## src/rtl/asml_ram.sv

```systemverilog
module asml_ram #(
    parameter int WIDTH = 8,
    parameter int DEPTH = 64
) (
    input  logic                     clk,
    input  logic                     we,
    input  logic [$clog2(DEPTH)-1:0] waddr,
    input  logic [WIDTH-1:0]         wdata,
    input  logic [$clog2(DEPTH)-1:0] raddr,
    output logic [WIDTH-1:0]         rdata
);
    logic [WIDTH-1:0] mem [DEPTH];

    always_ff @(posedge clk)
    begin
        if (we)
        begin
            mem[waddr] <= wdata;
        end
        rdata <= mem[raddr];
    end
endmodule

```

## config.mk

```make
export PLATFORM = sky130hd
export DESIGN_NAME = asml_ram
export DESIGN_NICKNAME = d
export VERILOG_FILES = /design/src/rtl/asml_ram.sv
export SDC_FILE = /design/constraint.sdc
export NUM_CORES = 1
export LEC_CHECK = 0
export BUFFER_PORTS_ARGS = -buffer_cell sky130_fd_sc_hd__buf_2
export CORE_MARGIN = 4
export CORE_UTILIZATION = 55
export CTS_CLUSTER_DIAMETER = 200
export DETAILED_ROUTE_END_ITERATION = 10
export PLACE_DENSITY = 0.75
export SLEW_MARGIN = 20
export SYNTH_ARGS = -nofsm -noshare
export SYNTH_HDL_FRONTEND = slang
export SYNTH_SLANG_ARGS = --single-unit
```

## constraint.sdc

```tcl
create_clock -name clk -period 2.8 [get_ports clk]
set_input_delay 0.56 -clock clk [delete_from_list [all_inputs] [get_ports clk]]
set_output_delay 0.56 -clock clk [all_outputs]
set_load 0.02 [all_outputs]
```

==> impl_results.md <==
- Worst EP arrival: 2600 ps
- Seq/Total Area, Yosys: 0.7703
- Share of the synthesized area in the top cell type: 0.7624
- Net switching power: 3207 uW
- Port bufs: 29
- Sequential group share of total power: 0.548
- TNS Setup: 0 ps
- Net Count, Synth: 962
- Outcome: finished, final reports clean
- # setup viols final: 0
- TritonRoute pass-1 iters: 5
- CP required: 3220 ps
- Peak Freq: 459.9 MHz
- Syn Std Cell Area: 20170 sq um
- Wire per inst: 27.17 um
- Pre-CTS setup slack: 53.31 ps
- Clk pwr share: 0.399
- Total congestion overflow: 0
- P per Cell Area: 682.6 nW/um^2
- Part of the power in combinational logic: 0.053
- GRT Overall Usage: 0.2228
- Busiest metal layer after global routing: met2
- Final Max Slew Viols: 0
- Routed Antenna Nets: 0
- Core area: 35830 sq um
- Clk root buf: clkbuf_16
- Reg clk slew, reported paths: 60 ps
- Top cells by count, synth: 512 x edfxtp_1, 126 x mux4_2, 83 x nor2_1
- Met1 Use GR: 0.3265
- Met3 Use GR: 0.03524
- Vias in the first global route: 10240
- Actual slew at the worst max-slew pin: 815.9 ps
- CTS Sinks: 520
- Via count: 9895
- Leading area contributor after synthesis: edfxtp_1
- Cell Rows: 69
- Max Cap Viol: 0
- Util after Layout: 0.6451
- H-Tree Depth: 2
- DP HPWL: 27900 um
- Asr flop ratio synth: 0
- Area Overhead vs Synth: 14.60%
- Initial Util: 0.5629
- Most frequent cell after synthesis: edfxtp_1
- Ys flop type: edfxtp_1
- TritonCTS buffer count: 50
- Worst relative slew slack: 0.4561
- RSZ-0062 raised after global routing: false
- Iter 0 DRT Violations: 1098
- CP Capture Type: flip-flop
- Hold-fix buffers, CTS: 0
- Die area: 39790 sq um
- Post-cts sizing count: 0
- Cells after Synth: 940
- Layout cells sized above 1: 0.3114
- #FFs+latches synth: 520
- Crit Path Max Fanout: 20
- Net Sw Frac: 0.2033
- Hold WC Path Type: in -> reg
- Final WS setup: 625.4 ps
- Final hold violations: 0
- Max VDD drop: 0.5823 mV
- Tmin final: 2175 ps
- Largest net degree at the start of global routing: 65
- Drt drc: 0
- Clk buf depth: 3
- TritonCTS clock tree: done
- Vias per Instance: 6.227
- IO Count: 30
- EDFF count, synth: 512
- Dominant cells by area after synthesis: edfxtp_1 76%, mux4_2 14%, nor2_1 1.5%
- Antenna violations before repair: 3
- Nets: 1110
- Die W: 199.5 um
- Ys Warns: 0
- Critical Path Source Type: primary input
- Critical path type: in -> reg
- Syn avg cell area: 21.45 sq um
- M2 GR Usage: 0.3509
- Pint: 12570 uW
- Die Ht: 199.5 um
- Clk_lat worst skew: 550 ps
- Worst clock skew: 16.45 ps
- Lkg Pwr: 0.007471 uW
- Routability cong.: 0.8203
- First-pass GRT wire length: 65280 um
- Cell variety after synth: 40
- Post-CTS setup buffer count: 0
- Part of the cycle the worst path needs: 0.7766
- Drt total wl: 43170 um
-- sequential cells by signal (all words and copies together) (netlist names) --
register / cells
mem: 512
rdata: 8
-- final timing paths --
path                                 start         end  slack [ps]  depth (start not counted)
worst max-delay path              raddr[0]    rdata[7]         630                          6
worst max register to register  mem[21][6]    rdata[6]         740                          5
worst min register to register  mem[23][2]    rdata[2]         850                          4
worst min-delay path              wdata[1]  mem[22][1]         410                          1
-- placed cells by master, fill, tap and decap left out, types with 14 or more instances in the layout --
cell type / instances
buf_4: 113
clkinv_1: 14
mux4_2: 126
edfxtp_1: 512
nor2b_1: 14
nor2_1: 83
nand2_1: 19
buf_2: 25
mux2i_1: 23
clkbuf_16: 53
clkbuf_1: 14
-- stage by stage --
stage	area [sq um]	hold slack, ps	instances	power (uW)
detailed placement	21570	817.5	1497	9642
floorplan	20170	658.9	940	9271
finish	23110	405.1	1589	15780
global placement	21570	796.8	1497	9623
CTS	23110	383.0	1588	15870
global route	23110	401.2	1589	16270
-- worst max-delay path, stage by stage --
cell	delay, ps
clkbuf_8	290
buf_12	220
mux4_2	530
mux4_2	480
o21ai_0	360
nand2_1	110
-- area by class of cell --
class | count | area [sq um]
sequential | 520 | 15530
fill | 2279 | 12720
multi-input combinational | 369 | 4315
clock buffer | 67 | 1379
timing repair buffer | 147 | 1147
tap | 461 | 576.8
clock inverter | 24 | 155.1
antenna | 1 | 2.502
-- cells by family (layout without fill, tap and decap cells) --
logic type | after synthesis | count (layout) | synth area share
and+or+nand+nor | 153 | 153 | 0.03387
AOI/OAI and AO/OA | 54 | 54 | 0.02072
buffers and inverters | 51 | 238 | 0.01570
muxes | 162 | 162 | 0.1594
DFF | 520 | 520 | 0.7703
other | 0 | 1 | 0
-- per-layer routing --
metal  part of all wire  up-vias
met5            0.00063        -
met4              0.032        4
met3              0.073       97
met2               0.49      456
met1               0.41     5103
li1                   -     4235
-- power by group through the flow --
stage	Clock (uW)	Sequential [uW]	Combinational, uW
finish	6300	8650	831
global route	6740	8640	887
CTS	6380	8650	836
detailed placement	0	8810	831
global placement	0	8810	815
floorplan	0	8810	459
Note: power is estimated with default switching activity, not from simulation.
